==> config.mk <==
export PLATFORM = sky130hd
export DESIGN_NAME = button_debounce_press_classifier_top
export DESIGN_NICKNAME = d
export VERILOG_FILES = /design/src/rtl/bdpc_pkg.sv /design/src/rtl/bdpc_input_stage.sv /design/src/rtl/bdpc_button_lane.sv /design/src/rtl/bdpc_result_stage.sv /design/src/rtl/button_debounce_press_classifier_top.sv
export SDC_FILE = /design/constraint.sdc
export NUM_CORES = 1
export LEC_CHECK = 0
export ABC_CLOCK_PERIOD_IN_PS = 3470
export BUFFER_PORTS_ARGS = -buffer_cell sky130_fd_sc_hd__buf_4
export CORE_ASPECT_RATIO = 1.2
export CORE_UTILIZATION = 45
export CTS_CLUSTER_DIAMETER = 200
export DETAILED_ROUTE_END_ITERATION = 7
export PLACE_DENSITY = 0.73
export SYNTH_ARGS = -nofsm -noshare
export SYNTH_HDL_FRONTEND = slang
export SYNTH_SLANG_ARGS = --single-unit
==> constraint.sdc <==
create_clock -name clk -period 3.47 [get_ports clk]
set_input_delay 0.5205 -clock clk [delete_from_list [all_inputs] [get_ports clk]]
set_output_delay 0.5205 -clock clk [all_outputs]
set_load 0.1 [all_outputs]
==> src/rtl/bdpc_pkg.sv <==
// Shared constants, types and codes for the button debounce and press classifier.
package bdpc_pkg;

    localparam int NUM_BUTTONS     = 4;
    localparam int COUNT_WIDTH     = 16;
    localparam int LEVEL_WIDTH     = 4;
    localparam int NUM_CODE_FIELDS = 4;
    localparam int THR_WIDTH       = 16;
    localparam int CMP_WIDTH       = (COUNT_WIDTH > THR_WIDTH) ? COUNT_WIDTH : THR_WIDTH;
    localparam int REPORT_WIDTH    = 4;
    localparam int CFG_INDEX_WIDTH = 1;

    typedef logic [1:0]              press_code_t;
    typedef logic [COUNT_WIDTH-1:0]  count_t;
    typedef logic [THR_WIDTH-1:0]    thr_t;
    typedef logic [REPORT_WIDTH-1:0] report_t;

    localparam press_code_t CODE_NONE  = 2'd0;
    localparam press_code_t CODE_SHORT = 2'd1;
    localparam press_code_t CODE_LONG  = 2'd2;

    localparam report_t REPORT_NONE  = 4'd0;
    localparam report_t REPORT_MULTI = 4'd10;

    localparam logic [CFG_INDEX_WIDTH-1:0] REG_DEBOUNCE   = 1'd0;
    localparam logic [CFG_INDEX_WIDTH-1:0] REG_LONG_PRESS = 1'd1;

    localparam thr_t DEBOUNCE_RESET   = 16'd10;
    localparam thr_t LONG_PRESS_RESET = 16'd100;

    // Status of one button lane for the word being processed.
    typedef struct packed {
        logic        hit;
        press_code_t code_next;
    } lane_stat_t;

endpackage

==> src/rtl/bdpc_input_stage.sv <==
// Input register with stall generation for the button level words.
module bdpc_input_stage
    import bdpc_pkg::*;
(
    input  logic                   clk,
    input  logic                   rst_n,
    input  logic                   in_valid,
    output logic                   in_stall,
    input  logic [LEVEL_WIDTH-1:0] button_levels,
    input  logic                   drain,
    output logic                   full,
    output logic [LEVEL_WIDTH-1:0] levels
);

    logic                   full_reg;
    logic                   full_next;
    logic [LEVEL_WIDTH-1:0] levels_reg;
    logic                   accept;

    // The held word leaves whenever the result register can take it, so a new
    // word is taken in the same cycle.
    assign in_stall = full_reg && !drain;
    assign accept   = in_valid && !in_stall;

    always_comb
    begin
        if (accept)
        begin
            full_next = 1'b1;
        end
        else if (drain)
        begin
            full_next = 1'b0;
        end
        else
        begin
            full_next = full_reg;
        end
    end

    always_ff @(posedge clk or negedge rst_n)
    begin
        if (!rst_n)
        begin
            full_reg <= 1'b0;
        end
        else
        begin
            full_reg <= full_next;
        end
    end

    always_ff @(posedge clk)
    begin
        if (accept)
        begin
            levels_reg <= button_levels;
        end
    end

    assign full   = full_reg;
    assign levels = levels_reg;

endmodule

==> src/rtl/bdpc_button_lane.sv <==
// Hold counter and sticky press code of one button.
module bdpc_button_lane
    import bdpc_pkg::*;
(
    input  logic        clk,
    input  logic        rst_n,
    input  logic        fire,
    input  logic        pressed,
    input  thr_t        deb_limit,
    input  thr_t        long_limit,
    output lane_stat_t  stat
);

    count_t      count_reg;
    count_t      count_next;
    press_code_t code_reg;
    logic        reach_debounce;
    logic        reach_long;

    assign reach_debounce = CMP_WIDTH'(count_reg) >= CMP_WIDTH'(deb_limit);
    assign reach_long     = CMP_WIDTH'(count_reg) >= CMP_WIDTH'(long_limit);

    always_comb
    begin
        stat.hit       = 1'b0;
        stat.code_next = code_reg;
        count_next     = count_reg;
        if (pressed)
        begin
            // The counter saturates at all ones.
            if (count_reg != '1)
            begin
                count_next = count_reg + 1'b1;
            end
        end
        else
        begin
            count_next = '0;
            if (reach_debounce)
            begin
                stat.hit       = 1'b1;
                stat.code_next = reach_long ? CODE_LONG : CODE_SHORT;
            end
        end
    end

    always_ff @(posedge clk or negedge rst_n)
    begin
        if (!rst_n)
        begin
            count_reg <= '0;
            code_reg  <= CODE_NONE;
        end
        else if (fire)
        begin
            count_reg <= count_next;
            code_reg  <= stat.code_next;
        end
    end

endmodule

==> src/rtl/bdpc_result_stage.sv <==
// Event summary, reported button register and output register.
module bdpc_result_stage
    import bdpc_pkg::*;
(
    input  logic                    clk,
    input  logic                    rst_n,
    input  logic                    fire,
    input  logic [NUM_BUTTONS-1:0]  hits,
    input  press_code_t             codes [NUM_CODE_FIELDS],
    input  logic                    out_stall,
    output logic                    out_valid,
    output logic                    drain,
    output logic                    irq_pulse,
    output press_code_t             code_out [NUM_CODE_FIELDS],
    output report_t                 reported_button
);

    logic        out_valid_reg;
    logic        out_valid_next;
    logic        irq_reg;
    press_code_t code_reg [NUM_CODE_FIELDS];
    report_t     reported_reg;
    report_t     reported_next;
    logic        any_hit;
    logic        multi_hit;
    report_t     who;

    assign drain = !out_valid_reg || !out_stall;

    always_comb
    begin
        any_hit   = 1'b0;
        multi_hit = 1'b0;
        who       = REPORT_NONE;
        for (int i = 0; i < NUM_BUTTONS; i++)
        begin
            if (hits[i])
            begin
                multi_hit = multi_hit || any_hit;
                any_hit   = 1'b1;
                who       = REPORT_WIDTH'(i + 1);
            end
        end
    end

    always_comb
    begin
        if (!any_hit)
        begin
            reported_next = reported_reg;
        end
        else if (multi_hit)
        begin
            reported_next = REPORT_MULTI;
        end
        else
        begin
            reported_next = who;
        end
    end

    always_comb
    begin
        if (fire)
        begin
            out_valid_next = 1'b1;
        end
        else if (!out_stall)
        begin
            out_valid_next = 1'b0;
        end
        else
        begin
            out_valid_next = out_valid_reg;
        end
    end

    always_ff @(posedge clk or negedge rst_n)
    begin
        if (!rst_n)
        begin
            out_valid_reg <= 1'b0;
            reported_reg  <= REPORT_NONE;
        end
        else
        begin
            out_valid_reg <= out_valid_next;
            if (fire)
            begin
                reported_reg <= reported_next;
            end
        end
    end

    always_ff @(posedge clk)
    begin
        if (fire)
        begin
            irq_reg <= any_hit;
            for (int j = 0; j < NUM_CODE_FIELDS; j++)
            begin
                code_reg[j] <= codes[j];
            end
        end
    end

    assign out_valid       = out_valid_reg;
    assign irq_pulse       = irq_reg;
    assign code_out        = code_reg;
    assign reported_button = reported_reg;

endmodule

==> src/rtl/button_debounce_press_classifier_top.sv <==
// Top level of the button debounce and short/long press classifier.
//
// Usage: each input word is one timer tick carrying the four active-low
// button levels on button_levels. A word is taken when in_valid is high and
// in_stall is low. Every word yields exactly one result word, taken when
// out_valid is high and out_stall is low: irq_pulse, the four sticky press
// codes and reported_button.
// A taken word sits in the input register until the result register can
// take it; then the per-button count and compare logic writes the result
// register and out_valid rises.
// Throughput is one word per cycle while out_stall is low; the per-button
// compare and count path between the two registers sets that figure.
// While the receiver stalls, the result word holds, the input register keeps
// one more word and in_stall rises only once both are full.
// Reset clears the hold counters, the codes, the reported button and all
// valid flags, and loads the thresholds with 10 and 100 ticks. Thresholds are
// written through wr_en, wr_index and wr_data while no word is in flight.
module button_debounce_press_classifier_top
    import bdpc_pkg::*;
(
    input  logic                       clk,
    input  logic                       rst_n,
    input  logic                       wr_en,
    input  logic [CFG_INDEX_WIDTH-1:0] wr_index,
    input  logic [THR_WIDTH-1:0]       wr_data,
    input  logic                       in_valid,
    output logic                       in_stall,
    input  logic [LEVEL_WIDTH-1:0]     button_levels,
    output logic                       out_valid,
    input  logic                       out_stall,
    output logic                       irq_pulse,
    output logic [1:0]                 code_button_one,
    output logic [1:0]                 code_button_two,
    output logic [1:0]                 code_button_three,
    output logic [1:0]                 code_button_four,
    output logic [REPORT_WIDTH-1:0]    reported_button
);

    thr_t                   debounce_reg;
    thr_t                   long_press_reg;
    logic                   drain;
    logic                   full;
    logic                   fire;
    logic [LEVEL_WIDTH-1:0] levels;
    logic [NUM_BUTTONS-1:0] pressed;
    logic [NUM_BUTTONS-1:0] hits;
    lane_stat_t             stat [NUM_BUTTONS];
    press_code_t            codes [NUM_CODE_FIELDS];
    press_code_t            code_out [NUM_CODE_FIELDS];

    always_ff @(posedge clk or negedge rst_n)
    begin
        if (!rst_n)
        begin
            debounce_reg   <= DEBOUNCE_RESET;
            long_press_reg <= LONG_PRESS_RESET;
        end
        else if (wr_en)
        begin
            case (wr_index)
                REG_DEBOUNCE:   debounce_reg   <= wr_data;
                REG_LONG_PRESS: long_press_reg <= wr_data;
                default:        ;
            endcase
        end
    end

    bdpc_input_stage u_input_stage (
        .clk           (clk),
        .rst_n         (rst_n),
        .in_valid      (in_valid),
        .in_stall      (in_stall),
        .button_levels (button_levels),
        .drain         (drain),
        .full          (full),
        .levels        (levels)
    );

    assign fire = full && drain;

    genvar g;
    generate
        for (g = 0; g < NUM_BUTTONS; g++)
        begin : g_lane
            // Buttons without an input bit always read as released.
            if (g < LEVEL_WIDTH)
            begin : g_pin
                assign pressed[g] = !levels[g];
            end
            else
            begin : g_nopin
                assign pressed[g] = 1'b0;
            end

            bdpc_button_lane u_lane (
                .clk        (clk),
                .rst_n      (rst_n),
                .fire       (fire),
                .pressed    (pressed[g]),
                .deb_limit  (debounce_reg),
                .long_limit (long_press_reg),
                .stat       (stat[g])
            );

            assign hits[g] = stat[g].hit;
        end

        for (g = 0; g < NUM_CODE_FIELDS; g++)
        begin : g_code
            if (g < NUM_BUTTONS)
            begin : g_present
                assign codes[g] = stat[g].code_next;
            end
            else
            begin : g_absent
                assign codes[g] = CODE_NONE;
            end
        end
    endgenerate

    bdpc_result_stage u_result_stage (
        .clk             (clk),
        .rst_n           (rst_n),
        .fire            (fire),
        .hits            (hits),
        .codes           (codes),
        .out_stall       (out_stall),
        .out_valid       (out_valid),
        .drain           (drain),
        .irq_pulse       (irq_pulse),
        .code_out        (code_out),
        .reported_button (reported_button)
    );

    assign code_button_one   = code_out[0];
    assign code_button_two   = code_out[1];
    assign code_button_three = code_out[2];
    assign code_button_four  = code_out[3];

endmodule
==> flow_metrics.env <==
export IMPL_outcome="complete, no violations"
export IMPL_start_kind="register"
export IMPL_nFillCells=1623
export IMPL_arrival_ns=3.20
export IMPL_vias_per_cell=5.89
export IMPL_final_area_um2=9550
export IMPL_required_ns=3.65
export IMPL_dieHeight_um=151
export IMPL_drive_gt1_share_pct=13.5
export IMPL_start_util_pct=45.8
export IMPL_path_class="register to register"
export IMPL_vias=6798
export IMPL_grtUsageTotal_pct=25.6
export IMPL_largest_reg_flops=64
export IMPL_r2r_end="u_result_stage.irq_pulse$_DFFE_PP_"
export IMPL_timing_final_ws_setup_ns=0.445
export IMPL_cts_root_buf="clkbuf_16"
export IMPL_crit_fanout=8
export IMPL_final_common_cell="ha_1"
export IMPL_drv_slew=0
export IMPL_crit_path_cell_trace="inv_1 > ha_1 > nand2b_1 > a2111oi_0 > nor4_1 > nor3_2 > nand2_1 > or3_1"
export IMPL_synth_largest_area_cell="dfrtp_1"
export IMPL_synth_top_cell_area_share_pct=31.7
export IMPL_critPathSlowestCell="a2111oi_0"
export IMPL_clk_latency_ns=0.44
export IMPL_worst_r2r_cell_count=8
export IMPL_fin_skew_ns=0.00959
export IMPL_grt_overflow=0
export IMPL_antenna_found_initial=0
export IMPL_max_stage_delay_ns=0.72
export IMPL_final_util_pct=52.7
export IMPL_synth_cell_area_um2=8290
export IMPL_setup_viol=0
export IMPL_drcViolationCount=0
export IMPL_max_freq_mhz=331
export IMPL_dpl_cell_area_um2=8940
export IMPL_fin_nets=1075
export IMPL_worst_slew_margin_rel_pct=40.0
export IMPL_cap_violations=0
export IMPL_first_pass_iters=5
export IMPL_ctsResizeCount=0
export IMPL_rr_startpoint="g_lane[1].u_lane.count_reg[0]$_DFFE_PN0P_"
export IMPL_synth_cells=855
export IMPL_grt_first_pass_wirelength_mm=36.5
export IMPL_period_share_pct=87.2
export IMPL_area_growth_pct=15.2
export IMPL_syn_area_per_cell_um2=9.69
export IMPL_ys_seq_area_share_pct=38.0
export IMPL_grt_pass1_vias=6881
export IMPL_postRouteAntennaNets=0
export IMPL_cts_buffer_depth=2
export IMPL_io_buffer_count=40
export IMPL_path_clk_slew_ns=0.06
export IMPL_rsz0062_at_grt="false"
export IMPL_pin_count=41
export IMPL_row_count=54
export IMPL_die_x_um=126
export IMPL_ir_drop_v=0.000370
export IMPL_p_leak_nw=4.71
export IMPL_postCtsHoldBufs=0
export IMPL_grt_max_degree=54
export IMPL_final_cell_mix="ha_1 (132), dfrtp_1 (105), nand2_1 (67)"
export IMPL_dieArea_um2=19000
export IMPL_dp_hpwl_mm=16.9
export IMPL_fin_crit_ns=3.03
export IMPL_power_density_nw_per_um2=459
export IMPL_ys_warn_count=0
export IMPL_ys_dominant_reg_cell="dfrtp_1"
export IMPL_cts_buffers=17
export IMPL_drt_iter0_drc=408
export IMPL_max_slew_worst_pin_slew_ns=0.877
export IMPL_antennaDiodeCount=0
export IMPL_dpl_worst_slack_ns=0.520
export IMPL_place_congestion=0.945
export IMPL_cp_end_kind="register"
export IMPL_synthArstFlopShare_pct=89.4
export IMPL_finalSetupTns_ns=0
export IMPL_wl_mm=22.4
export IMPL_ys_ff_latch=123
export IMPL_synth_edf_count=13
export IMPL_drt_wirelength_per_cell_um=19.4
export IMPL_hold_violations=0
export IMPL_synth_area_top_cells="dfrtp_1 (32%), ha_1 (20%), edfxtp_1 (4.7%)"
export IMPL_hold_path_class="input port to asynchronous set/reset pin"
export IMPL_core_um2=18100
export IMPL_htreeDepth=4
export IMPL_r2r_setup_slack_ns=0.44
export IMPL_cts_setup_buffers=0
export IMPL_cts_tree="yes"
export IMPL_ys_types=56
export IMPL_synth_nets=1013
export IMPL_cts_sinks=123
==> power by group <==
group	total, W	switching, W	internal (W)
Combinational	0.000862	0.000538	0.000324
Clock	0.00186	0.000713	0.00115
Sequential	0.00166	0.0000924	0.00157
Total	0.00438	0.00134	0.00304
==> logic make-up (layout without fill, tap and decap cells) <==
family	after synthesis	count (layout)	synth area share, %
fa+ha+maj	132	132	19.9
simple gates	276	276	17.1
xor+xnor	38	38	4.02
flops	123	123	38.0
buf+inv	66	141	3.01
mux	26	26	3.49
compound gates	194	194	14.5
==> metal layers <==
layer / track usage (%) / vias to the layer above / wire length (um)
met4: 16.6 / 0 / 1320
li1: - / 3243 / -
met1: 29.4 / 3310 / 9180
met2: 44.9 / 170 / 11100
met5: 0 / - / 0
met3: 3.59 / 75 / 796
==> cell usage after synthesis, types with 2 or more instances <==
master,count
nor3_1,6
and3_1,13
o2111ai_1,2
nand4_1,17
nor2_1,64
ha_1,132
o22a_1,2
nand3b_1,2
nand2_1,67
nand2b_1,13
a21o_1,26
nor2b_1,5
nand3_1,29
edfxtp_1,13
and4_1,11
and2_1,5
o21ai_0,61
a2111oi_0,3
a311oi_1,3
nor3b_1,3
mux2i_1,3
inv_1,53
dfrtp_1,105
o211ai_1,4
or3_1,19
a211o_1,4
a41oi_1,2
a31oi_1,5
xnor2_1,16
and4_4,2
a211oi_1,7
a21oi_1,57
mux2_2,23
dfstp_2,5
nor4_1,10
a31o_2,2
and2_0,3
xor2_1,22
clkbuf_1,12
o21a_1,8
==> metrics by stage <==
stage | hold slack (ns) | total power, W | instances
4_1_cts | 0.168 | 0.00440 | 1154
3_5_place_dp | 0.475 | 0.00253 | 1122
3_3_place_gp | 0.469 | 0.00250 | 1122
6_report | 0.137 | 0.00438 | 1154
2_1_floorplan | 0.225 | 0.00224 | 855
5_1_grt | 0.209 | 0.00458 | 1154
==> how the worst max path moves through the flow <==
stage / from / end / slack (ns) / depth (start not counted)
floorplan: debounce_reg[1]$_DFFE_PN1P_ / u_result_stage.irq_pulse$_DFFE_PP_ / 0.93 / 8
global placement: g_lane[1].u_lane.count_reg[0]$_DFFE_PN0P_ / u_result_stage.irq_pulse$_DFFE_PP_ / 0.56 / 8
detailed placement: g_lane[1].u_lane.count_reg[0]$_DFFE_PN0P_ / u_result_stage.irq_pulse$_DFFE_PP_ / 0.52 / 8
CTS: g_lane[1].u_lane.count_reg[0]$_DFFE_PN0P_ / u_result_stage.irq_pulse$_DFFE_PP_ / 0.48 / 8
global route: g_lane[1].u_lane.count_reg[0]$_DFFE_PN0P_ / u_result_stage.irq_pulse$_DFFE_PP_ / 0.34 / 8
finish: g_lane[1].u_lane.count_reg[0]$_DFFE_PN0P_ / u_result_stage.irq_pulse$_DFFE_PP_ / 0.44 / 8
==> cell type report <==
type | instances | area, um2 | share of cell area (%)
timing repair buffer | 56 | 420 | 4.40
clock inverter | 14 | 170 | 1.78
multi-input combinational | 666 | 4890 | 51.2
sequential | 123 | 3150 | 33.0
inverter | 53 | 199 | 2.08
tap | 224 | 280 | 2.94
clock buffer | 18 | 439 | 4.60
==> worst max-delay path, delay by kind of cell (launching register included) <==
kind | cells | cell delay [ns]
and+or+nand+nor | 5 | 1.28
AOI/OAI and AO/OA | 1 | 0.72
DFF | 1 | 0.41
adders and majority gates | 1 | 0.24
buffers and inverters | 1 | 0.12
Power figures use the tool's default switching activity.
